File: src/rtl/pyrf_ram.sv
module pyrf_ram #(
    parameter int WIDTH = 8,
    parameter int DEPTH = 256,
    parameter int AW    = (DEPTH > 1) ? $clog2(DEPTH) : 1
) (
    input  logic             clk,
    input  logic             wr_en,
    input  logic [AW-1:0]    wr_addr,
    input  logic [WIDTH-1:0] wr_data,
    input  logic             rd_en,
    input  logic [AW-1:0]    rd_addr,
    output logic [WIDTH-1:0] rd_data
);

    logic [WIDTH-1:0] mem [DEPTH];
    logic [WIDTH-1:0] rd_data_reg;

    always_ff @(posedge clk)
    begin
        if (wr_en)
        begin
            mem[wr_addr] <= wr_data;
        end
        if (rd_en)
        begin
            rd_data_reg <= mem[rd_addr];
        end
    end

    assign rd_data = rd_data_reg;

endmodule

File: config.mk
export PLATFORM = sky130hd
export DESIGN_NAME = pyrf_ram
export DESIGN_NICKNAME = d
export VERILOG_FILES = /design/src/rtl/pyrf_ram.sv
export SDC_FILE = /design/constraint.sdc
export NUM_CORES = 2
export LEC_CHECK = 0
export BUFFER_PORTS_ARGS = -buffer_cell sky130_fd_sc_hd__buf_2
export CORE_MARGIN = 2
export CORE_UTILIZATION = 63
export CTS_CLUSTER_SIZE = 10
export DETAILED_ROUTE_END_ITERATION = 16
export PLACE_DENSITY_LB_ADDON = 0.25
export SLEW_MARGIN = 40
export SYNTH_ARGS = -nofsm -noshare
export SYNTH_HDL_FRONTEND = slang
export SYNTH_SLANG_ARGS = --single-unit
File: constraint.sdc
create_clock -name clk -period 4.4 [get_ports clk]
set_input_delay 0 -clock clk [delete_from_list [all_inputs] [get_ports clk]]
set_output_delay 0 -clock clk [all_outputs]
set_load 0.1 [all_outputs]
Word level (Yosys, flattened, before mapping)
Memory sizes are Yosys's and may differ from the RTL's. A register that Yosys moved wholly into a read port is not among the register bits. Cells that the tools add are included. W data, S select, Z words.

Add/sub/neg operators: 0. $mul: 0. Divide/modulo/power cells: 0. Magnitude comparators: 0. Equal/unequal tests: 0. Shift operators: 0. Muxes and demuxes: 2. Bitwise gates (word level): 0. Reduce and logical (&&, ||, !) cells: 0.

Operator list (count): $mux W1 (2).

Flip-flop bits (word level): 0. Bits in latches: 0. Bits in writable memories: 2048. Bits in read-only memories: 0. Input bits: 27. Memories: 1.

Memories: mem (words 256, width 8, rd ports 1, clocked after memory_dff 1, wr ports 1, line 15) `logic [WIDTH-1:0] mem [DEPTH];`.

Longest topological paths before layout
Depth in word-level cells: 2. Mapped depth: 11. Depth with buffers taken out: 6.

Worst setup path after synthesis
Ideal clock, no wire load.

Path kind: input -> register. Start point: input rd_addr[0]. End point: register rd_data_reg[2] (netlist: rd_data[2]), read port of mem (data pin). Setup time: 0.269 ns. Arrival: 1.807 ns. Data required time: 4.131 ns. Setup slack: 2.324 ns. Stages on the path: 9. Path through: buf_6 > buf_12 > buf_8 > buf_2 > mux4_2 > a22oi_1 > a21oi_1 > nor4_1 > nor4_2.

RTL lines: start, declared (line 11) `input logic [AW-1:0] rd_addr,`; end, declared (line 16) `logic [WIDTH-1:0] rd_data_reg;`.

==> impl_metrics.tcl <==
set metrics [dict create \
    outcome "finished, final reports clean" \
    slew_headroom_pct 37.1 \
    power_w 0.0397 \
    setup_tns_ps 0 \
    crit_fanout 1 \
    clock_latency_ps 850 \
    cp.arrival_ps 3450 \
    min-delay-path-class "input pin to flip-flop" \
    synth_top_cells_by_count "edfxtp_1 (2056), mux4_2 (454), nor2_1 (282)" \
    drcViolationCount 0 \
    max-vdd-ir-drop_uv 419 \
    syn_avg_cell_area_um2 21.3 \
    worst_slew_pin_slew_ps 940 \
    path_class "flip-flop to flip-flop" \
    fin_ws_ps 1510 \
    largest_reg_flops 2048 \
    cap_violations 0 \
    crit_path_start_kind "flip-flop" \
    post-route-period-util_pct 65.6 \
    syn_inst 3733 \
    ys_types 54 \
    ys_ff_latch 2056 \
    synth_top_area_share_pct 77.5 \
    antenna_found_initial 13 \
    rows 130 \
    synth_area_leaders "edfxtp_1 (78%), mux4_2 (13%), mux2i_1 (1.7%)" \
    via_count 39847 \
    grt_max_degree 197 \
    ys_seq_area_share_pct 77.5 \
    grt_pass1_wl_um 281000 \
    nNetsFinal 3935 \
    synthArstFlopShare_pct 0 \
    grt_use_total_pct 30.5 \
    yosysMostFrequentCell "edfxtp_1" \
    wire_per_inst_um 34.8 \
    synth_warnings 0 \
    rsz0062_at_grt "no" \
    timing.fmax_mhz 346 \
    drv_slew 0 \
    cts_max_level 4 \
    endpoint_kind "flip-flop" \
    min_period_ps 2890 \
    portBuffers 34 \
    avgViaCountPerCell 7.13 \
    synth_edf_count 2056 \
    numCtsBuffers 224 \
    power.density_nw_per_um2 449 \
    clkTransAtPathRegs_ps 50 \
    cts_tree "built" \
    die_area_um2 129000 \
    coreArea_um2 126000 \
    ctsLongestPathBuffers 3 \
    root_buffer "clkbuf_16" \
    netlist_area_um2 79600 \
    synth_top_area_cell "edfxtp_1" \
    place.gp.congestion 0.908 \
    final_util_pct 70.4 \
    syn_nets 3760 \
    layout-drive-gt1-share_pct 25.6 \
    wirelength_um 195000 \
    skew_ps 32.7 \
    holdWs_ps 22.2 \
    hold_violations 0 \
    setup_viol 0 \
    cp.required_ps 4960 \
    initial_core_util_pct 63.4 \
    fillCellCount 7260 \
    antenna_left 0 \
    die_w_um 360 \
    first_pass_iters 7 \
    grt_pass1_vias 39787 \
    dp_slack_ps 740 \
    cts.sinks 2056 \
    io_pins 35 \
    cellLeakagePower_nw 27.2 \
    areaGrowthSynthToFinish_pct 11.0 \
    die_h_um 360 \
    ys.flop_type "edfxtp_1" \
    drt_iter0_drc 6070 \
    dp_hpwl_um 115000 \
    grt_overflow 0 \
]
power breakdown:
part / switching (W) / internal, W
clock network: 0.00701 / 0.00903
registers: 0.0000313 / 0.0216
logic: 0.00135 / 0.000688
total: 0.00839 / 0.0313
worst max-delay path: stages (launching register included):
cell,delay (ps)
edfxtp_1,360
mux4_2,460
nor2b_1,150
a211oi_1,550
nor2_1,220
nor4_1,600
buf_4,220
nor4_2,40
timing repair:
item	CTS	global route
hold endpoints to repair	1103	0
hold buffers	16	0
resized for setup	0	0
buffers inserted	0	0
worst paths after layout:
| kind | startpoint | to | slack, ps | depth (start not counted) |
|---|---|---|---|---|
| worst min-delay path | wr_addr[6] | mem[199][0] | 20 | 4 |
| worst max-delay path | mem[77][0] | rd_data[0] | 1510 | 7 |
| worst min register to register | mem[50][4] | rd_data[4] | 1150 | 5 |
| worst max register to register | mem[77][0] | rd_data[0] | 1510 | 7 |
placed cells by master, fill, tap and decap left out, drive strengths merged, types with 4 or more instances in the layout:
cell type,Yosys,routed
a21oi,96,96
a22oi,133,133
inv,1,6
nor2b,31,31
mux4,456,456
nor2,282,282
a2111oi,5,5
or2,4,4
and2,6,6
o22a,5,5
edfxtp,2056,2056
buf,122,158
a221oi,14,14
nor4,27,27
nor3,22,22
o221ai,47,47
o32ai,5,5
a211oi,16,16
nand2,33,33
mux2i,134,134
diode,0,8
o211ai,10,10
clkbuf,111,240
nand4,10,10
nand3,34,34
o22ai,28,28
a22o,8,8
nand2b,8,8
clkinv,1,11
dlygate4sd3,0,16
o21ai,12,12
through the flow:
step,instance area (um2),instances
2_1_floorplan,79600,3733
3_3_place_gp,81800,5308
3_5_place_dp,82000,5312
4_1_cts,88100,5575
5_1_grt,88400,5580
6_report,88400,5587
routing by layer:
metal | wire length [um] | global-route usage, % | vias to the layer above
li1 | - | - | 15923
met1 | 70600 | 43.1 | 20663
met2 | 95100 | 48.0 | 2823
met3 | 22100 | 6.71 | 424
met4 | 6680 | 10.9 | 14
met5 | 95 | 0 | -
cell type report:
cell class | instances | area, um2 | share of cell area [%]
diodes | 8 | 20.0 | 0.0226
clock inverters | 15 | 262 | 0.296
repair buffers | 182 | 1820 | 2.05
clock buffers | 232 | 5680 | 6.42
flip-flops and latches | 2056 | 61700 | 69.8
inverters | 2 | 7.51 | 0.00849
multi-input cells | 1442 | 16800 | 19.0
well taps | 1650 | 2060 | 2.33
cell families (layout without fill, tap and decap cells):
| group | count (synthesis) | in the layout | synth area share, % |
|---|---|---|---|
| AO/OA/AOI/OAI | 385 | 385 | 3.42 |
| multiplexers | 591 | 591 | 14.6 |
| buffers and inverters | 235 | 431 | 1.83 |
| flip-flops | 2056 | 2056 | 77.5 |
| other | 0 | 8 | 0 |
| AND/OR/NAND/NOR | 466 | 466 | 2.63 |
Power figures use the tool's default switching activity.
