<file path="config.mk">
export PLATFORM = sky130hd
export DESIGN_NAME = pyrf_cfg
export DESIGN_NICKNAME = d
export VERILOG_FILES = /design/src/rtl/pyrf_pkg.sv /design/src/rtl/pyrf_cfg.sv
export SDC_FILE = /design/constraint.sdc
export NUM_CORES = 1
export LEC_CHECK = 0
export BUFFER_PORTS_ARGS = -buffer_cell sky130_fd_sc_hd__buf_2
export CORE_MARGIN = 1
export CORE_UTILIZATION = 61
export CTS_BUF_LIST = sky130_fd_sc_hd__clkbuf_4 sky130_fd_sc_hd__clkbuf_8
export CTS_CLUSTER_SIZE = 20
export DETAILED_ROUTE_END_ITERATION = 12
export HOLD_SLACK_MARGIN = 0.12
export PLACE_DENSITY = 0.95
export SLEW_MARGIN = 25
export SYNTH_ARGS = -nofsm -noshare
export SYNTH_HDL_FRONTEND = slang
export SYNTH_SLANG_ARGS = --single-unit
export TNS_END_PERCENT = 20
</file>
<file path="constraint.sdc">
create_clock -name clk -period 13.7 [get_ports clk]
set_input_delay 1.37 -clock clk [delete_from_list [all_inputs] [get_ports clk]]
set_output_delay 1.37 -clock clk [all_outputs]
set_load 0.02 [all_outputs]
</file>
<file path="src/rtl/pyrf_pkg.sv">
package pyrf_pkg;

    // default store bounds
    localparam int DEF_MAX_WIDTH  = 256;
    localparam int DEF_MAX_HEIGHT = 256;

    // field and register widths
    localparam int DIM_W   = 9;
    localparam int LN_W    = 18;   // holds 510*510
    localparam int POS_W   = 19;   // holds one and a half luma planes
    localparam int IDX_W   = 16;
    localparam int PIX_W   = 8;
    localparam int PROD_W  = 26;
    localparam int SUM_W   = 28;
    localparam int ADDR_W  = 3;
    localparam int DATA_W  = 32;

    localparam logic [DIM_W-1:0] DIM_RESET = 9'd256;

    // register indexes on the configuration port
    localparam logic REG_FRAME_WIDTH  = 1'b0;
    localparam logic REG_FRAME_HEIGHT = 1'b1;

    // bt.601 full range, q16
    localparam logic signed [17:0] K_RV = 18'sd91881;
    localparam logic signed [17:0] K_GU = 18'sd22554;
    localparam logic signed [17:0] K_GV = 18'sd46802;
    localparam logic signed [17:0] K_BU = 18'sd116130;

    typedef enum logic
    {
        ST_IDLE,
        ST_RUN
    } seq_state_t;

    // frame geometry derived from the size registers
    typedef struct packed
    {
        logic [DIM_W-1:0] w;
        logic [LN_W-1:0]  luma_n;
        logic [POS_W-1:0] v_start;
        logic [POS_W-1:0] total;
        logic [IDX_W-1:0] flip_init;
    } geom_t;

    // pixel tag that travels with a luma read
    typedef struct packed
    {
        logic                    valid;
        logic signed [PIX_W-1:0] dv;
        logic [IDX_W-1:0]        idx;
        logic                    group_last;
        logic                    frame_done;
    } pix_tag_t;

    function automatic logic [PIX_W-1:0] clamp_q16(input logic signed [SUM_W-1:0] t);
        logic [PIX_W-1:0] r;
        begin
            if (t[SUM_W-1])
            begin
                r = '0;
            end
            else if (|t[SUM_W-2:24])
            begin
                r = '1;
            end
            else
            begin
                r = t[23:16];
            end
            return r;
        end
    endfunction

endpackage

</file>
<file path="src/rtl/pyrf_cfg.sv">
module pyrf_cfg
    import pyrf_pkg::*;
#(
    parameter int MAX_WIDTH  = DEF_MAX_WIDTH,
    parameter int MAX_HEIGHT = DEF_MAX_HEIGHT
) (
    input  logic              clk,
    input  logic              rst_n,
    input  logic              psel,
    input  logic              penable,
    input  logic              pwrite,
    input  logic [ADDR_W-1:0] paddr,
    input  logic [DATA_W-1:0] pwdata,
    output logic [DATA_W-1:0] prdata,
    output logic              pready,
    output geom_t             geom,
    output logic              restart,
    output logic              busy
);

    localparam int W_EVEN = (MAX_WIDTH / 2) * 2;
    localparam int H_EVEN = (MAX_HEIGHT / 2) * 2;
    localparam int W_LIM  = (W_EVEN < 510) ? W_EVEN : 510;
    localparam int H_LIM  = (H_EVEN < 510) ? H_EVEN : 510;
    localparam logic [DIM_W-1:0] W_MAX = DIM_W'(W_LIM);
    localparam logic [DIM_W-1:0] H_MAX = DIM_W'(H_LIM);

    logic [DIM_W-1:0] width_reg, width_next;
    logic [DIM_W-1:0] height_reg, height_next;
    logic [DIM_W-1:0] w1_reg;
    logic [LN_W-1:0]  luma1_reg;
    geom_t            geom_reg;
    logic [1:0]       settle_reg, settle_next;
    logic             wr;
    logic [DIM_W-1:0] w_eff, h_eff;

    function automatic logic [DIM_W-1:0] eff_dim(
        input logic [DIM_W-1:0] v,
        input logic [DIM_W-1:0] lim
    );
        logic [DIM_W-1:0] e;
        begin
            e = {v[DIM_W-1:1], 1'b0};
            if (e < DIM_W'(2))
            begin
                e = DIM_W'(2);
            end
            if (e > lim)
            begin
                e = lim;
            end
            return e;
        end
    endfunction

    assign pready = 1'b1;
    assign wr     = psel && penable && pwrite;

    always_comb
    begin
        width_next  = width_reg;
        height_next = height_reg;
        if (wr)
        begin
            unique case (paddr[2])
                REG_FRAME_WIDTH:  width_next  = pwdata[DIM_W-1:0];
                REG_FRAME_HEIGHT: height_next = pwdata[DIM_W-1:0];
                default:          width_next  = width_reg;
            endcase
        end
    end

    always_comb
    begin
        prdata = '0;
        unique case (paddr[2])
            REG_FRAME_WIDTH:  prdata = DATA_W'(width_reg);
            REG_FRAME_HEIGHT: prdata = DATA_W'(height_reg);
            default:          prdata = '0;
        endcase
    end

    // a write passes the size registers, then w1/luma1, then the geometry register before use
    always_comb
    begin
        if (wr)
        begin
            settle_next = 2'd2;
        end
        else if (settle_reg != 2'd0)
        begin
            settle_next = settle_reg - 2'd1;
        end
        else
        begin
            settle_next = settle_reg;
        end
    end

    always_ff @(posedge clk or negedge rst_n)
    begin
        if (!rst_n)
        begin
            width_reg  <= DIM_RESET;
            height_reg <= DIM_RESET;
            settle_reg <= 2'd2;
        end
        else
        begin
            width_reg  <= width_next;
            height_reg <= height_next;
            settle_reg <= settle_next;
        end
    end

    assign w_eff = eff_dim(width_reg, W_MAX);
    assign h_eff = eff_dim(height_reg, H_MAX);

    always_ff @(posedge clk)
    begin
        w1_reg             <= w_eff;
        luma1_reg          <= LN_W'(w_eff) * LN_W'(h_eff);
        geom_reg.w         <= w1_reg;
        geom_reg.luma_n    <= luma1_reg;
        geom_reg.v_start   <= POS_W'(luma1_reg) + POS_W'(luma1_reg[LN_W-1:2]);
        geom_reg.total     <= POS_W'(luma1_reg) + POS_W'(luma1_reg[LN_W-1:1]);
        geom_reg.flip_init <= IDX_W'(luma1_reg) - IDX_W'({w1_reg, 1'b0});
    end

    assign geom    = geom_reg;
    assign restart = wr;
    assign busy    = (settle_reg != 2'd0);

endmodule

</file>
# Word-level counts from Yosys, hierarchy flattened
# Index checks and enable logic that the tools add are counted.
# word_totals
register_bits	128
input_bits	40
# op_classes
addsub	4
n_mul	1
magnitude_cmp	4
n_mux	7
bitwise_logic	1
n_reduce_logical	6
# ops
operator	n
$pmux 32 s2	1
$mux 9	4
$add 18x16->19	1
$add 18x17->19	1
$gt 9x9->1 const B	2
$lt 9x2->1 const B	2
$mul 9x9->18	1
$sub 16x10->16	1
$mux 2	2
$reduce_and 2->1	2
$reduce_bool 2->1	2
$logic_and 1x1->1	2
$sub 2x1->2 const B	1
$not 1->1	1

# Logic depth before layout (Yosys ltp)
# logic_depth
depth_word	5
depth_mapped	21
depth_no_buf	20

# Least setup slack after synthesis
# OpenSTA, ideal clock, no wires.
# synth_path
path_kind	reg2reg
startpoint	register width_reg[5]
endpoint	register luma1_reg[16]
setup_time_ns	0.123
t_arrival_ns	4.861
required_ns	13.577
slack_ns	8.716
stages_incl_launch_ff	20
path_buffers	1
synth_period_minus_slack_ns	4.984
path_cell_list	dfrtp_1 nor4_1 a21oi_1 or2_2 clkbuf_1 inv_1 nand2_1 fa_1 fa_1 inv_1 fa_1 inv_1 fa_1 inv_1 ha_1 o21ai_1 a21oi_1 a2111oi_0 a21oi_1 xor2_1
# synth_via
elab_chain_len	5
# synth_rtl
element	line_no	text
start, declared	pyrf_cfg.sv:28	logic [DIM_W-1:0] width_reg, width_next;
start signal, assigned	pyrf_cfg.sv:110	width_reg <= width_next;
$lt 9x2->1	pyrf_cfg.sv:44	if (e < DIM_W'(2))
$mux 9 *	pyrf_cfg.sv:44	
$gt 9x9->1	pyrf_cfg.sv:48	if (e > lim)
$mux 9 *	pyrf_cfg.sv:48	
net w_eff[1]	pyrf_cfg.sv:35	logic [DIM_W-1:0] w_eff, h_eff;
$mul 9x9->18 *	pyrf_cfg.sv:122	luma1_reg <= LN_W'(w_eff) * LN_W'(h_eff);
end signal, assigned	pyrf_cfg.sv:122	
end, declared	pyrf_cfg.sv:31	logic [LN_W-1:0] luma1_reg;
# The timed path passes the listed nets; every way through them passes the cells marked *.
# A chain may end at the register's enable or synchronous reset.

# Worst setup path in the final report
# Same ends and word-level chain as after synthesis.

==> metrics.md <==
| Metric | Value |
|---|---|
| Pins Over Slew Limit | 0 |
| Synth cell types | between 50 and 60 |
| Worst EP required | roughly 14 ns |
| Worst EP arrival | about 5.8 ns |
| Syn Inst Count | 715 |
| Hold Vio Cnt, Final | 0 |
| Number of max-cap violations | 0 |
| RSZ-0062 raised after global routing | false |
| Core area | 11,000 um2 |
| Clk_skew | 0.00993 ns |
| Clock Path Buffers | 2 |
| Final Instance Area | a little under 8000 um2 |
| Area of the multi-input gates | around 4000 um2 |
| Cts hold-fix bufs | 0 |
| Gpl congestion | roughly 0.9 |
| Worst-Skew Late Latency | around 0.45 ns |
| Switching power | approximately 0.00086 W |
| Cts repair resizes | 0 |
| XOR/XNOR share of the synthesized area | 0.0585 |
| Min cycle time layout | between 5 and 6 ns |
| Clock network fraction of design power | 0.156 |
| VDD IR max | roughly 0.17 mV |
| TNS Setup | 0 ns |
| Gate power share | 0.551 |
| Post-DP HPWL | ~11 mm |
| Grt total ovfl | 0 |
| DRT Pass-1 Iters | 5 |
| Ys flop type | dfxtp_1 |
| TritonCTS Sinks | between 100 and 150 |
| First-pass GRT wire length | between 20 and 25 mm |
| Area growth, synth to finish | 12.4% |
| Antenna Cells | 0 |
| Adder-Cell Fraction of Synth Area | 0.260 |
| Area post-placement | 7530 um2 |
| Worst setup SP type | register |
| Antenna-violating nets left | 0 |
| Worst rel slew slack | 0.508 |
| DRC | 0 |
| DR top layer | met4 |
| Mux contribution to synthesized area | 0.0416 |
| Fill cells | 730 |
| Detailed router's first-iteration violation count | between 300 and 400 |
| Finish-stage setup viols | 0 |
| PwrDens | between 200 and 250 nW/um2 |
| Net Sw Frac | 0.450 |
| Vias post-DR | 5,349 |
| Wire length on met3 | 969 um |
| Fin nets | about 1,000 |
| Vias per inst | ~5.5 |
| Setup bufs post-CTS | 0 |
| Die area | roughly 12,000 um2 |
| Worst Tran Pin Value | 0.720 ns |
| Syn Std Cell Area | 7030 um2 |
| FF+latch area | 2430 um2 |
| Clock slew at reported path FFs | roughly 0.07 ns |
| Achievable Freq | around 180 MHz |
| Async set-or-reset flop fraction in the synthesized netlist | 0.172 |
| Simple-gate portion of the synthesized area | 0.107 |
| FP Rows | 38 |
| CTS H-Tree Depth | 4 |
| Routed wl met2 | between 7 and 8 mm |
| Final worst-path cycle share | 0.401 |
| IO Port Bufs | 100 |
| Vias in the first global route | approximately 5,500 |
| DIE WIDTH | around 110 um |
| Internal power | between 0.001 and 0.0015 W |
| Critical path class | register to register |
| Post-synthesis sequential area ratio | 0.345 |
| Gr usage total | 0.274 |
| Leakage | 4.06 nW |
| CTS Root Cell | clkbuf_8 |
| Mapped Avg Cell Area | about 9.8 um2 |
| Initial Utilization | 0.638 |
| Post-Route WL | 14.9 mm |
| Antenna violations before repair | 0 |
| Largest net degree at the start of global routing | 21 |
| Setup crit end kind | register |
| Number of synthesized flops with an enable pin | 0 |
| Compound-Gate Fraction of Synth Area | 0.103 |
| Largest family of logic cells by synthesized area | adder cells |
| CTS tree | yes |
| Layout cells sized above 1 | 0.198 |
| Post-route met1 wirelength | just under 6 mm |
| Io pins | approximately 160 |
| FF+latch count, synth | 116 |
| YS warnings | 0 |
| Sequential share of power | 0.293 |
| CP max FO | 7 |
| Cts bufs inserted | 17 |
| DR WL/cell | around 15 um |
| Die Y-Extent | approximately 110 um |
| Max reg flops | 72 |
| Total Power | around 0.0019 W |
| Hold Path Class | register to register |
| Status | finished, final reports clean |
## cell usage in the layout, fill, tap and decap left out, types with 3 or more instances in the layout
| cell type | instances |
|---|---|
| nor2_1 | 84 |
| o21ai_0 | 14 |
| a21o_1 | 7 |
| o21ai_1 | 3 |
| and3_1 | 4 |
| nand3_1 | 10 |
| dfxtp_1 | 96 |
| conb_1 | 30 |
| clkbuf_4 | 3 |
| nor2b_1 | 11 |
| clkbuf_8 | 18 |
| nand2_1 | 38 |
| xor2_1 | 8 |
| inv_1 | 84 |
| nand2b_1 | 10 |
| dfstp_2 | 3 |
| a211oi_1 | 4 |
| ha_1 | 82 |
| clkinv_4 | 3 |
| xnor2_1 | 39 |
| a21oi_1 | 28 |
| clkinv_2 | 3 |
| o21bai_1 | 5 |
| mux2_2 | 26 |
| buf_2 | 100 |
| o21a_1 | 10 |
| a221oi_1 | 3 |
| dfrtp_1 | 17 |
| o22ai_1 | 3 |
| fa_1 | 40 |
## worst max-delay path: stages, from the launching register on
cell and delay [ns]:
dfrtp_1 0.41, nor4_1 0.31, a21oi_1 0.13, or2_2 0.37, inv_1 0.15, nand2_1 0.09, fa_1 0.54, fa_1 0.57
inv_1 0.07, fa_1 0.53, inv_1 0.05, fa_1 0.53, inv_1 0.04, ha_1 0.32, o21ai_1 0.16, a21oi_1 0.13
a2111oi_0 0.63, a21oi_1 0.16, xor2_1 0.17
## power by group through the flow
stage          registers [W]  clock network (W)  logic, W
2_1_floorplan       0.000659                  0  0.000675
3_3_place_gp        0.000563                  0  0.000985
3_5_place_dp        0.000566                  0   0.00103
4_1_cts             0.000560           0.000302   0.00105
5_1_grt             0.000578           0.000319   0.00117
6_report            0.000561           0.000299   0.00105
## cell families after synthesis
kind of cell,after synthesis
AOI/OAI and AO/OA,107
xor gates and xnor gates,47
adders and majority gates,122
buffers and inverters,126
DFF,116
muxes,26
other,2
and+or+nand+nor,169
## synth_stat cells (3+ instances only)
library cell   n  area share
nor2b_1       11      0.0098
dfstp_2        3       0.011
o21a_1        10       0.011
nor2_1        84       0.045
o21ai_1        3      0.0021
dfrtp_1       17       0.060
and3_1         4      0.0036
fa_1          40        0.11
inv_1         84       0.045
o21bai_1       5      0.0053
a221oi_1       3      0.0037
a21oi_1       28       0.020
o22ai_1        3      0.0027
xor2_1         8       0.010
a211oi_1       4      0.0043
buf_4         33       0.035
clkbuf_1       9      0.0048
nand2_1       38       0.020
nand3_1       10      0.0071
xnor2_1       39       0.049
o21ai_0       14       0.010
nand2b_1      10      0.0089
dfxtp_1       96        0.27
a21o_1         7      0.0075
ha_1          82        0.15
mux2_2        26       0.042
## through the flow
stage                      util  cells  hold slack, ns  setup slack, ns
after floorplan               -    743           0.331             8.72
after global placement    0.683    941           0.336             8.38
after detailed placement  0.683    941           0.351             8.38
after CTS                 0.717    973           0.367             8.26
after global routing      0.717    973           0.367             7.91
final                     0.717    973           0.366             8.21
## layout make-up
class	instances	share of cell area
clock inverter	11	0.0131
tap	140	0.0222
multi-input combinational	501	0.520
inverter	84	0.0399
timing repair buffer	100	0.0633
sequential	116	0.307
clock buffer	21	0.0342
## path summary, 6_finish.rpt
check / cells past startpoint / slack [ns] / startpoint / to
setup / recovery: 18 / 8.21 / width_reg[5]$_DFFE_PN0P_ / luma1_reg[16]$_DFF_P_
hold / removal: 0 / 0.37 / w1_reg[4]$_DFF_P_ / geom[76]$_DFF_P_
setup reg to reg: 18 / 8.21 / width_reg[5]$_DFFE_PN0P_ / luma1_reg[16]$_DFF_P_
hold reg to reg: 0 / 0.37 / w1_reg[4]$_DFF_P_ / geom[76]$_DFF_P_
max in group asynchronous: 1 / 12.52 / rst_n / settle_reg[1]$_DFFE_PN1P_
min in group asynchronous: 1 / 0.85 / rst_n / width_reg[4]$_DFFE_PN0P_
## routing by layer
layer | global-route usage | up-vias
met5 | 0 | -
met4 | 0.155 | 0
met3 | 0.0711 | 62
met2 | 0.478 | 229
met1 | 0.301 | 2539
li1 | - | 2519
Power figures use the tool's default switching activity.
