<file path="config.mk">
export PLATFORM = sky130hd
export DESIGN_NAME = pyrf_seq
export DESIGN_NICKNAME = d
export VERILOG_FILES = /design/src/rtl/pyrf_pkg.sv /design/src/rtl/pyrf_seq.sv
export SDC_FILE = /design/constraint.sdc
export NUM_CORES = 1
export LEC_CHECK = 0
export BUFFER_PORTS_ARGS = -buffer_cell sky130_fd_sc_hd__buf_4
export CAP_MARGIN = 20
export CORE_MARGIN = 2
export CORE_UTILIZATION = 45
export CTS_CLUSTER_SIZE = 14
export DETAILED_ROUTE_END_ITERATION = 10
export GPL_TIMING_DRIVEN = 0
export MAX_ROUTING_LAYER = met4
export PLACE_DENSITY = 0.68
export SYNTH_ARGS = -nofsm -noshare
export SYNTH_HDL_FRONTEND = slang
export SYNTH_SLANG_ARGS = --single-unit
</file>
<file path="constraint.sdc">
create_clock -name clk -period 6.4 [get_ports clk]
set_input_delay 0.64 -clock clk [delete_from_list [all_inputs] [get_ports clk]]
set_output_delay 0.64 -clock clk [all_outputs]
set_load 0.1 [all_outputs]
</file>
<file path="src/rtl/pyrf_pkg.sv">
package pyrf_pkg;

    // default store bounds
    localparam int DEF_MAX_WIDTH  = 256;
    localparam int DEF_MAX_HEIGHT = 256;

    // field and register widths
    localparam int DIM_W   = 9;
    localparam int LN_W    = 18;   // holds 510*510
    localparam int POS_W   = 19;   // holds one and a half luma planes
    localparam int IDX_W   = 16;
    localparam int PIX_W   = 8;
    localparam int PROD_W  = 26;
    localparam int SUM_W   = 28;
    localparam int ADDR_W  = 3;
    localparam int DATA_W  = 32;

    localparam logic [DIM_W-1:0] DIM_RESET = 9'd256;

    // register indexes on the configuration port
    localparam logic REG_FRAME_WIDTH  = 1'b0;
    localparam logic REG_FRAME_HEIGHT = 1'b1;

    // bt.601 full range, q16
    localparam logic signed [17:0] K_RV = 18'sd91881;
    localparam logic signed [17:0] K_GU = 18'sd22554;
    localparam logic signed [17:0] K_GV = 18'sd46802;
    localparam logic signed [17:0] K_BU = 18'sd116130;

    typedef enum logic
    {
        ST_IDLE,
        ST_RUN
    } seq_state_t;

    // frame geometry derived from the size registers
    typedef struct packed
    {
        logic [DIM_W-1:0] w;
        logic [LN_W-1:0]  luma_n;
        logic [POS_W-1:0] v_start;
        logic [POS_W-1:0] total;
        logic [IDX_W-1:0] flip_init;
    } geom_t;

    // pixel tag that travels with a luma read
    typedef struct packed
    {
        logic                    valid;
        logic signed [PIX_W-1:0] dv;
        logic [IDX_W-1:0]        idx;
        logic                    group_last;
        logic                    frame_done;
    } pix_tag_t;

    function automatic logic [PIX_W-1:0] clamp_q16(input logic signed [SUM_W-1:0] t);
        logic [PIX_W-1:0] r;
        begin
            if (t[SUM_W-1])
            begin
                r = '0;
            end
            else if (|t[SUM_W-2:24])
            begin
                r = '1;
            end
            else
            begin
                r = t[23:16];
            end
            return r;
        end
    endfunction

endpackage

</file>
<file path="src/rtl/pyrf_seq.sv">
module pyrf_seq
    import pyrf_pkg::*;
#(
    parameter int LA_W       = 16,
    parameter int CA_W       = 14
) (
    input  logic             clk,
    input  logic             rst_n,
    input  geom_t            geom,
    input  logic             cfg_restart,
    input  logic             cfg_busy,
    input  logic             in_valid,
    output logic             in_ready,
    input  logic [PIX_W-1:0] frame_byte,
    input  logic             frame_start,
    input  logic             advance,
    output logic             luma_wr_en,
    output logic [LA_W-1:0]  luma_wr_addr,
    output logic             luma_rd_en,
    output logic [LA_W-1:0]  luma_rd_addr,
    output logic             u_wr_en,
    output logic [CA_W-1:0]  u_wr_addr,
    output logic             u_rd_en,
    output logic [CA_W-1:0]  u_rd_addr,
    output pix_tag_t         tag
);

    seq_state_t              state_reg, state_next;
    logic [1:0]              k_reg, k_next;
    logic [POS_W-1:0]        pos_reg, pos_next;
    logic [PIX_W-1:0]        ccol_reg, ccol_next;
    logic [LA_W-1:0]         row_base_reg, row_base_next;
    logic [IDX_W-1:0]        flip_reg, flip_next;
    logic                    restart_reg, restart_next;
    logic [LA_W-1:0]         grp_la_reg, grp_la_next;
    logic [IDX_W-1:0]        grp_idx_reg, grp_idx_next;
    logic signed [PIX_W-1:0] dv_reg, dv_next;
    logic                    last_reg, last_next;
    logic [CA_W-1:0]         u_addr_reg, u_addr_next;
    pix_tag_t                tag_reg, tag_next;

    logic                    accept, restart_now, issue;
    logic                    is_luma, is_u;
    logic [POS_W-1:0]        pos_eff;
    logic [PIX_W-1:0]        ccol_eff;
    logic [LA_W-1:0]         row_base_eff;
    logic [IDX_W-1:0]        flip_eff;

    assign in_ready    = (state_reg == ST_IDLE) && !cfg_busy;
    assign accept      = in_valid && in_ready;
    assign restart_now = frame_start || restart_reg;
    assign issue       = (state_reg == ST_RUN) && advance;

    assign pos_eff      = restart_now ? '0 : pos_reg;
    assign ccol_eff     = restart_now ? '0 : ccol_reg;
    assign row_base_eff = restart_now ? '0 : row_base_reg;
    assign flip_eff     = restart_now ? geom.flip_init : flip_reg;

    assign is_luma = pos_eff < POS_W'(geom.luma_n);
    assign is_u    = !is_luma && (pos_eff < geom.v_start);

    // store writes
    assign luma_wr_en   = accept && is_luma;
    assign luma_wr_addr = LA_W'(pos_eff);
    assign u_wr_en      = accept && is_u;
    assign u_wr_addr    = CA_W'(pos_eff - POS_W'(geom.luma_n));

    // group reads, one luma pixel a cycle while advance is high
    assign luma_rd_en   = issue;
    assign luma_rd_addr = grp_la_reg + (k_reg[1] ? LA_W'(geom.w) : '0) + LA_W'(k_reg[0]);
    assign u_rd_en      = issue && (k_reg == 2'd0);
    assign u_rd_addr    = u_addr_reg;

    always_comb
    begin
        state_next    = state_reg;
        k_next        = k_reg;
        pos_next      = pos_reg;
        ccol_next     = ccol_reg;
        row_base_next = row_base_reg;
        flip_next     = flip_reg;
        restart_next  = restart_reg;
        grp_la_next   = grp_la_reg;
        grp_idx_next  = grp_idx_reg;
        dv_next       = dv_reg;
        last_next     = last_reg;
        u_addr_next   = u_addr_reg;
        tag_next      = tag_reg;

        unique case (state_reg)
            ST_IDLE:
            begin
                if (accept)
                begin
                    pos_next      = pos_eff + POS_W'(1);
                    ccol_next     = ccol_eff;
                    row_base_next = row_base_eff;
                    flip_next     = flip_eff;
                    restart_next  = 1'b0;
                    if (!is_luma && !is_u)
                    begin
                        state_next   = ST_RUN;
                        k_next       = 2'd0;
                        grp_la_next  = row_base_eff + LA_W'({ccol_eff, 1'b0});
                        grp_idx_next = flip_eff + IDX_W'(geom.w) + IDX_W'({ccol_eff, 1'b0});
                        dv_next      = {~frame_byte[PIX_W-1], frame_byte[PIX_W-2:0]};
                        last_next    = (pos_eff + POS_W'(1)) == geom.total;
                        u_addr_next  = CA_W'(pos_eff - geom.v_start);
                        if ((pos_eff + POS_W'(1)) == geom.total)
                        begin
                            restart_next = 1'b1;
                        end
                        else if (ccol_eff == geom.w[DIM_W-1:1] - PIX_W'(1))
                        begin
                            ccol_next     = '0;
                            row_base_next = row_base_eff + LA_W'({geom.w, 1'b0});
                            flip_next     = flip_eff - IDX_W'({geom.w, 1'b0});
                        end
                        else
                        begin
                            ccol_next = ccol_eff + PIX_W'(1);
                        end
                    end
                end
            end
            ST_RUN:
            begin
                if (issue)
                begin
                    k_next = k_reg + 2'd1;
                    if (k_reg == 2'd3)
                    begin
                        state_next = ST_IDLE;
                    end
                end
            end
            default:
            begin
                state_next = ST_IDLE;
            end
        endcase

        if (advance)
        begin
            tag_next.valid      = issue;
            tag_next.dv         = dv_reg;
            tag_next.idx        = (k_reg[1] ? grp_idx_reg - IDX_W'(geom.w) : grp_idx_reg)
                                  + IDX_W'(k_reg[0]);
            tag_next.group_last = (k_reg == 2'd3);
            tag_next.frame_done = (k_reg == 2'd3) && last_reg;
        end

        if (cfg_restart)
        begin
            restart_next = 1'b1;
        end
    end

    always_ff @(posedge clk or negedge rst_n)
    begin
        if (!rst_n)
        begin
            state_reg     <= ST_IDLE;
            k_reg         <= '0;
            pos_reg       <= '0;
            ccol_reg      <= '0;
            row_base_reg  <= '0;
            flip_reg      <= '0;
            restart_reg   <= 1'b1;
            tag_reg       <= '0;
        end
        else
        begin
            state_reg     <= state_next;
            k_reg         <= k_next;
            pos_reg       <= pos_next;
            ccol_reg      <= ccol_next;
            row_base_reg  <= row_base_next;
            flip_reg      <= flip_next;
            restart_reg   <= restart_next;
            tag_reg       <= tag_next;
        end
    end

    always_ff @(posedge clk)
    begin
        grp_la_reg         <= grp_la_next;
        grp_idx_reg        <= grp_idx_next;
        dv_reg             <= dv_next;
        last_reg           <= last_next;
        u_addr_reg         <= u_addr_next;
    end

    assign tag = tag_reg;

endmodule

</file>
# == After elaboration in Yosys (flattened, before gate mapping) ==
# Cells that the tools add are included.
# totals
regBits,145
in_bits,96
out_inout_bits,92
wordCells,91
# op_classes
add_sub_neg,15
magnitude_cmp,2
n_eq_ne,7
n_mux,29
n_bitwise,2
reduce_logical,19
# ops
op,n
$mux W16,9
$add A16 B9 Y16,4
$add A16 B1 Y16,2
$mux W8,4
$sub A14 B14 Y14,2
$add A19 B1 Y19 const B,1
$eq A19 B19 Y1,1
$lt A19 B18 Y1,1
$lt A19 B19 Y1,1
$mux W19,1
$add A16 B10 Y16,1
$sub A16 B10 Y16,1
$sub A16 B9 Y16,1
$logic_and A1 B1 Y1,9
$mux W1,9
$mux W9,1
$add A8 B1 Y8 const B,1
$eq A8 B8 Y1,1
$sub A8 B1 Y8 const B,1
$mux W2,3
$reduce_and A3 Y1,2
$ne A2 B1 Y1 const B,2
$ne A2 B2 Y1 const B,2
$pmux W2 S2,1
9 further kinds,13

# == Depth between registers and ports, before layout ==
# Gate-level depths: netlist of the first run.
# logic_depth
word_depth,11
mapped_depth,22
ltp_nobuf,16

# == Worst setup path before layout of the first run ==
# OpenSTA, ideal clock, no wires.
# synth_path
kind,input to register
from,input port frame_start
to,register restart_reg
setup_time_ns,0.074
arrival_ns,7.655
t_required_ns,6.326
slack_ns,-1.329
stages,12
path_buffers,2
path_cell_list,buf_6 > clkbuf_1 > nor3b_1 > ha_1 > a21o_1 > a21oi_1 > o21ai_0 > a31oi_1 > o21ai_0 > o21ai_0 > nor2_1 > a221o_1
# synth_between
elab_chain_cells,11
elab_cells_between_ends,15
classes_between,add/sub: 1; order compare: 2; eq/ne: 1; mux: 6; reduce/logical: 5
# synth_rtl
item,line,source
"start, declared",pyrf_seq.sv:15,"input logic frame_start,"
$logic_or A1 B1 Y1 (*),pyrf_seq.sv:51,assign restart_now = frame_start || restart_reg;
$mux W19 (*),pyrf_seq.sv:54,assign pos_eff = restart_now ? '0 : pos_reg;
via luma_wr_addr[3],pyrf_seq.sv:18,"output logic [LA_W-1:0] luma_wr_addr,"
branches (longest 5 deep; another with $add A19 B1 Y19),n/a,
$mux W1 (*),pyrf_seq.sv:100,if (!is_luma && !is_u)
$mux W1 (*),pyrf_seq.sv:93,if (accept)
$mux W1 (*),pyrf_seq.sv:90,unique case (state_reg)
$mux W1 (*),pyrf_seq.sv:153,if (cfg_restart)
"end signal, assigned",pyrf_seq.sv:180,restart_reg <= restart_next;
"end, declared",pyrf_seq.sv:34,"logic restart_reg, restart_next;"
# Mark *: on every way through the listed nets, which the timed path passes. The select of a mux whose other input is x is not followed.
# A chain may end at the register's enable or synchronous reset.

# == Final worst setup path of the first run ==
# layout_path
from,register restart_reg
to,register flip_reg[9]
# layout_between
elab_chain_cells,8
elab_cells_between_ends,17
classes_between,add/sub: 2; order compare: 2; eq/ne: 2; mux: 6; reduce/logical: 5
# layout_rtl
item,line,source
$logic_or A1 B1 Y1 (*),pyrf_seq.sv:51,
branches (longest 6 deep; another with $add A19 B1 Y19),n/a,
$mux W16 (*),pyrf_seq.sv:100,
"end signal, assigned",pyrf_seq.sv:179,flip_reg <= flip_next;
"end, declared",pyrf_seq.sv:33,"logic [IDX_W-1:0] flip_reg, flip_next;"
# Every way passes the cells marked *.

==> results of run 1 <==
## cells in the mapped netlist (6+ instances only)
| library cell | count |
|---|---|
| xnor2_1 | 78 |
| a21o_1 | 25 |
| dfrtp_1 | 89 |
| or3_1 | 7 |
| a31oi_1 | 18 |
| o31a_1 | 9 |
| o21a_1 | 14 |
| nor2_1 | 93 |
| mux2_2 | 16 |
| nand2b_1 | 17 |
| edfxtp_1 | 55 |
| nand2_1 | 150 |
| xor2_1 | 34 |
| a221o_1 | 6 |
| and2_1 | 31 |
| and4_1 | 7 |
| buf_2 | 7 |
| nand3_1 | 35 |
| or4_1 | 10 |
| nor4_1 | 13 |
| o21ai_1 | 7 |
| o21ai_0 | 89 |
| ha_1 | 94 |
| o31ai_1 | 12 |
| fa_1 | 17 |
| mux2i_1 | 24 |
| nor3_1 | 26 |
| a211oi_1 | 11 |
| and3_1 | 18 |
| nor3b_1 | 12 |
| nand4_1 | 18 |
| o2111ai_1 | 7 |
| a22o_1 | 9 |
| nor2b_1 | 16 |
| o211ai_1 | 11 |
| inv_1 | 110 |
| clkbuf_1 | 34 |
| o21bai_1 | 6 |
| a21boi_0 | 14 |
| a21oi_1 | 53 |
## what timing repair did
action                                  in CTS  in global routing
hold endpoints to repair                     0                  0
resized for setup                            3                  5
cloned                                       0                  0
hold buffers                                 0                  0
endpoints found under the setup margin      44                 35
## critical path, stage by stage, from the launching register on
cell	delay, ps
dfstp_2	370
buf_6	150
nor2_4	460
clkbuf_4	440
clkbuf_2	410
and2_1	380
ha_1	340
and3_1	180
clkbuf_1	280
and3_1	280
mux2i_1	340
xor2_1	200
or4bb_1	590
or4_4	610
nand3_4	190
buf_6	190
mux2i_1	200
o21ai_1	70
## stage by stage
step / util (%) / setup TNS, ps / hold WS (ps) / power (mW) / instance area (um^2)
5_1_grt: 55.19 / 0 / 156.2 / 2.777 / 14870
3_3_place_gp: 52.81 / -168910 / 452.0 / 1.705 / 14230
3_5_place_dp: 53.13 / -37960 / 466.9 / 1.718 / 14320
6_report: 55.19 / 0 / 130.3 / 2.676 / 14870
2_1_floorplan: - / 0 / 344.4 / 1.517 / 12420
4_1_cts: 55.20 / 0 / 129.8 / 2.685 / 14880
## layout make-up
type	count	area, um^2
plain buffers	48	247.7
clock buffers	17	425.4
repair buffers	190	1471
flip-flops and latches	145	3905
multi-input cells	1095	7858
well taps	341	426.7
clock inverters	15	123.9
fillers	2469	12080
inverters	111	416.7
## where the power goes
part | total, mW | internal [mW] | switching, mW
Combinational | 0.683 | 0.219 | 0.464
Sequential | 1.02 | 1.00 | 0.0203
Clock | 0.971 | 0.507 | 0.464
## worst max path at each step
| stage | depth (start not counted) | start | end |
|---|---|---|---|
| 2_1_floorplan | 16 | frame_start | u_wr_addr[10] |
| 3_3_place_gp | 17 | frame_start | k_reg[0] |
| 3_5_place_dp | 18 | frame_start | ccol_reg[0] |
| 4_1_cts | 17 | restart_reg | u_wr_addr[13] |
| 5_1_grt | 17 | restart_reg | row_base_reg[8] |
| 6_report | 17 | restart_reg | flip_reg[9] |
## cells in the final DEF (no fill, tap or decap), drive strengths merged, types with 9 or more instances in the layout
cell type	n
o211ai	11
inv	118
nor2	95
buf	205
a22o	9
a31oi	18
nor3	29
mux2i	24
a21boi	15
o31a	9
nor4	15
and2	32
and3	18
xnor2	78
o21a	14
a211oi	11
nand2b	17
nor2b	16
edfxtp	55
a21o	26
ha	94
nand4	18
nor3b	14
fa	17
nand2	151
o21ai	96
xor2	34
dfrtp	89
o31ai	13
a21oi	53
or4	12
mux2	16
nand3	36
clkbuf	50
## layer usage
| metal | up-vias | GRT usage [%] |
|---|---|---|
| li1 | 5465 | - |
| met4 | 0 | 10.44 |
| met1 | 5525 | 34.20 |
| met5 | - | - |
| met3 | 81 | 4.233 |
| met2 | 425 | 42.95 |
## cell families (layout without fill, tap and decap cells)
logic type	count (synthesis)	count (layout)	synth area share, %
AO/OA/AOI/OAI	338	338	18.24
flip-flops	145	145	31.56
multiplexers	40	40	3.397
AND/OR/NAND/NOR	489	489	20.82
XOR/XNOR	112	112	7.927
adder cells (fa/ha/maj)	116	116	12.66
buffers and inverters	162	381	5.399
==> flow_summary.yaml, run 1 <==
run_status:
  status: "finished clean"
sta:
  finClkSkew_ps: 21.45
  max_freq_mhz: 171.7
  grt_setup_unrepaired: "false"
  worstMarginPinSlew_ps: 994.4
  finalWorstSetupSlack_ps: 577.4
  period_share_pct: 90.98
  drv_slew: 0
  hold_viol: 0
  fin_crit_ps: 5823
  timing.slew.headroom_pct: 33.56
  setup_viol: 0
synthesis:
  synth_top_cell_by_area: "dfrtp_1"
  ys_seq_area_share_pct: 31.56
  synthFlopType: "dfrtp_1"
  synth_top_area_share_pct: 18.00
  synth-edff-count: 55
  synthesis.nets: 1609
  async_reset_ff_share_pct: 62.07
  synth-seq-cells: 145
  ys.warnings.count: 0
  ys_types: 100
  netlist_instances: 1402
  ys_top_cells_by_area: "dfrtp_1, edfxtp_1, ha_1"
  synthesis.area_mm2: 0.01237
  syn_area_per_cell_um2: 8.826
place:
  dp_worst_setup_slack_ps: -891.0
  io_buffers: 185
  place_inst: 1933
  gp_congestion: 0.9202
  dpl.hpwl_um: 28910
job:
  cap_violations: 0
setup_path:
  ff2ff_path_depth: 17
  endpoint_kind: "flop"
  r2r_end: "flip_reg[9]"
  crit_arrival_ps: 6100
  cp_max_fo: 19
  critPathRequiredTime_ps: 6680
  crit_type: "flop to flop"
  reg2reg_slack_ps: 580
  start_kind: "flop"
  r2r-start: "restart_reg"
drt:
  highest_layer: "met4"
  drt_iter0_markers: 929
  wl_um: 37460
  wl_met1_um: 16310
  dr_wl_met2_um: 17530
  ant_nets: 0
  vias_per_cell: 5.859
  avgRoutedWirePerCell_um: 19.09
  firstDrtPassIters: 8
  vias: 11500
  drc: 0
  dr_wl_met3_um: 2347
clocking:
  clock_latency_ps: 440
  clkSinkCount: 145
  cts_tree: "built"
  cts_root_buf: "clkbuf_16"
  numCtsBuffers: 17
  cts_setup_buffers: 0
  cts_max_level: 4
  path_clk_slew_ps: 70
  ctsLongestPathBuffers: 2
layout:
  synthToLayoutAreaGrowth_pct: 20.20
  diodes: 0
  fin_cells: 1962
  nNetsFinal: 1815
  drive_above_1_share_pct: 17.71
  largest_reg_flops: 27
die:
  design.core.area_mm2: 0.02695
  start_util_pct: 45.91
  die_y_um: 169.8
  ios: 188
  num_rows: 60
  die-area_mm2: 0.02884
  die_x_um: 169.8
power:
  power.density_mw_per_mm2: 179.9
  ir_drop_mv: 0.1204
  power_leakage_nw: 6.758
global_routing:
  antenna_found_initial: 0
  grt_pass1_wl_um: 58910
  grt_pass1_vias: 11140
  track_usage_pct: 26.81
  grt_overflow_total: 0
  grt_max_degree: 62
min_path:
  holdCritPathClass: "input pin to asynchronous set/reset pin"
Note: power is estimated with default switching activity, not from simulation.
==> inputs of run 2 (changes only) <==
--- a/config.mk
+++ b/config.mk
@@ -13,7 +13,7 @@
 export DETAILED_ROUTE_END_ITERATION = 10
 export GPL_TIMING_DRIVEN = 0
 export MAX_ROUTING_LAYER = met4
-export PLACE_DENSITY = 0.68
+export PLACE_DENSITY = 0.73
 export SYNTH_ARGS = -nofsm -noshare
 export SYNTH_HDL_FRONTEND = slang
 export SYNTH_SLANG_ARGS = --single-unit
==> constraint.sdc (replaced) <==
create_clock -name clk -period 6.4 [get_ports clk]
set_input_delay 1.28 -clock clk [delete_from_list [all_inputs] [get_ports clk]]
set_output_delay 1.28 -clock clk [all_outputs]
set_load 0.1 [all_outputs]
==> run 2 against run 1 <==
Against the previous run: largest power group is now clock; first-iteration DRC count is 10% higher; combinational power is 0.9% higher; via count hardly changed.
==> flow_summary.yaml, run 2 (synthesis gave the netlist of run 1 again) <==
run_status:
  status: "finished clean"
layout:
  utilization_pct: 55.99
  drive_above_1_share_pct: 18.53
  regArea_mm2: 0.003905
  nNetsFinal: 1818
  final_common_cell: "buf_4"
  multi_input_area_mm2: 0.007970
  layout_common_cells: "buf_4, nand2_1, inv_1"
  synthToLayoutAreaGrowth_pct: 21.94
  fin_cells: 1966
  largest_reg_flops: 27
  nFillCells: 2410
sta:
  fin_crit_ps: 6264
  setup_viol: 0
  max_freq_mhz: 159.6
  finalWorstSetupSlack_ps: 135.5
  worstMarginPinSlew_ps: 1132
  timing.slew.headroom_pct: 24.37
  drv_slew: 0
  period_share_pct: 97.88
  finClkSkew_ps: 12.24
  hold_viol: 0
die:
  design.core.area_mm2: 0.02695
  die_x_um: 169.8
  ios: 188
  num_rows: 60
  die-area_mm2: 0.02884
  die_y_um: 169.8
  start_util_pct: 45.91
setup_path:
  cp_top_family: "buffers and inverters"
  ff2ff_path_depth: 18
  cp_cell_sequence: "buf_6 > nor2_4 > clkbuf_8 > clkbuf_4 > clkbuf_4 > clkbuf_8 > and2_4 > ha_1 > nor2b_1 > o31a_1 > o21ai_1 > a21oi_1 > nor2_2 > o21a_1 > o21bai_1 > maj3_1 > xor2_4 > buf_8"
  start_kind: "input pin"
  cp_max_fo: 10
  critPathBufInv: 6
  r2r-start: "restart_reg"
  cp_slowest_cell: "maj3_1"
  crit_arrival_ps: 4980
  slowest_delay_ps: 420
  crit_cells: 18
  crit_type: "input pin to primary output"
  r2r_end: "ccol_reg[0]"
  endpoint_kind: "primary output"
  critPathRequiredTime_ps: 5120
  reg2reg_slack_ps: 840
global_routing:
  grt_pass1_wl_um: 58880
  grt_max_degree: 63
  track_usage_pct: 26.79
  antenna_found_initial: 1
  grt_overflow_total: 0
  grt_pass1_vias: 11260
clocking:
  clock_latency_ps: 440
  cts_max_level: 4
  path_clk_slew_ps: 70
  ctsLongestPathBuffers: 2
  cts_root_buf: "clkbuf_16"
  hold_buffers: 0
  numCtsBuffers: 17
  clkSinkCount: 145
  cts_tree: "built"
power:
  power_leakage_nw: 6.888
  total_power_mw: 2.789
  power.density_mw_per_mm2: 184.9
  ir_drop_mv: 0.1534
drt:
  drt_iter0_markers: 1023
  ant_nets: 0
  vias_per_cell: 5.852
  vias: 11510
  drc: 0
  wl_um: 37400
  avgRoutedWirePerCell_um: 19.03
  firstDrtPassIters: 5
place:
  io_buffers: 185
  gp_congestion: 0.9326
  place_inst: 1931
  dpl.hpwl_um: 28840
  dp_worst_setup_slack_ps: -773.4
min_path:
  hold_depth: 1
  holdCritPathClass: "flop to flop"
  hp-start: "dv_reg[4]"
  holdPathEnd: "tag[22]"
job:
  cap_violations: 0
[run 2: final cells by class]
type                            count  area share, %
Buffer                             50          1.832
Antenna cell                        1        0.01658
Multi-Input combinational cell   1095          52.82
Tap cell                          341          2.828
Sequential cell                   145          25.88
Clock buffer                       17          2.819
Clock inverter                     15          1.260
Timing Repair Buffer              191          9.784
Inverter                          111          2.761
[run 2: through the flow]
step / setup TNS (ps) / area, um^2 / hold slack, ps
CTS: 0 / 15060 / 480.9
floorplan: -349.9 / 12540 / 441.0
global route: -9.826 / 15090 / 493.2
global placement: -129900 / 14350 / 454.3
finish: 0 / 15090 / 480.0
detailed placement: -23140 / 14410 / 463.4
[run 2: power by group]
group	leakage [nW]	internal, mW	switching [mW]
sequential	1.69	1.00	0.0208
clock	0.305	0.597	0.481
combinational	4.90	0.224	0.465
[run 2: worst register-to-register path, cell delays in order (launching register included)]
cell and delay (ps):
dfstp_2 370, buf_6 150, nor2_4 130, clkbuf_8 200
clkbuf_4 260, clkbuf_4 270, clkbuf_8 230, and2_4 220
ha_1 270, and3_1 180, clkbuf_1 310, and3_1 280
mux2i_1 260, xor2_1 240, or4bb_1 540, nor4_2 780
nor2_1 270, o21ai_1 330, a22o_1 190
[run 2: how the worst max path moves through the flow]
stage	endpoint	slack [ps]	start
finish	u_wr_addr[13]	140	frame_start
global route	u_wr_addr[13]	-10	frame_start
CTS	u_wr_addr[13]	0.9	frame_start
detailed placement	u_wr_addr[13]	-770	frame_start
global placement	k_reg[0]	-1960	frame_start
floorplan	u_wr_en	-240	frame_start
[run 2: layer usage]
metal,share of wire [%],up-vias,GRT usage (%)
met5,0,-,-
met3,5.9,88,4.302
met4,3.6,0,10.29
met2,47,403,44.24
met1,43,5521,33.07
li1,-,5494,-
[run 2: what timing repair did]
action,CTS,global route
resized for setup,9,5
buffers inserted,1,1
setup endpoints to repair,16,10
pin swaps,2,1
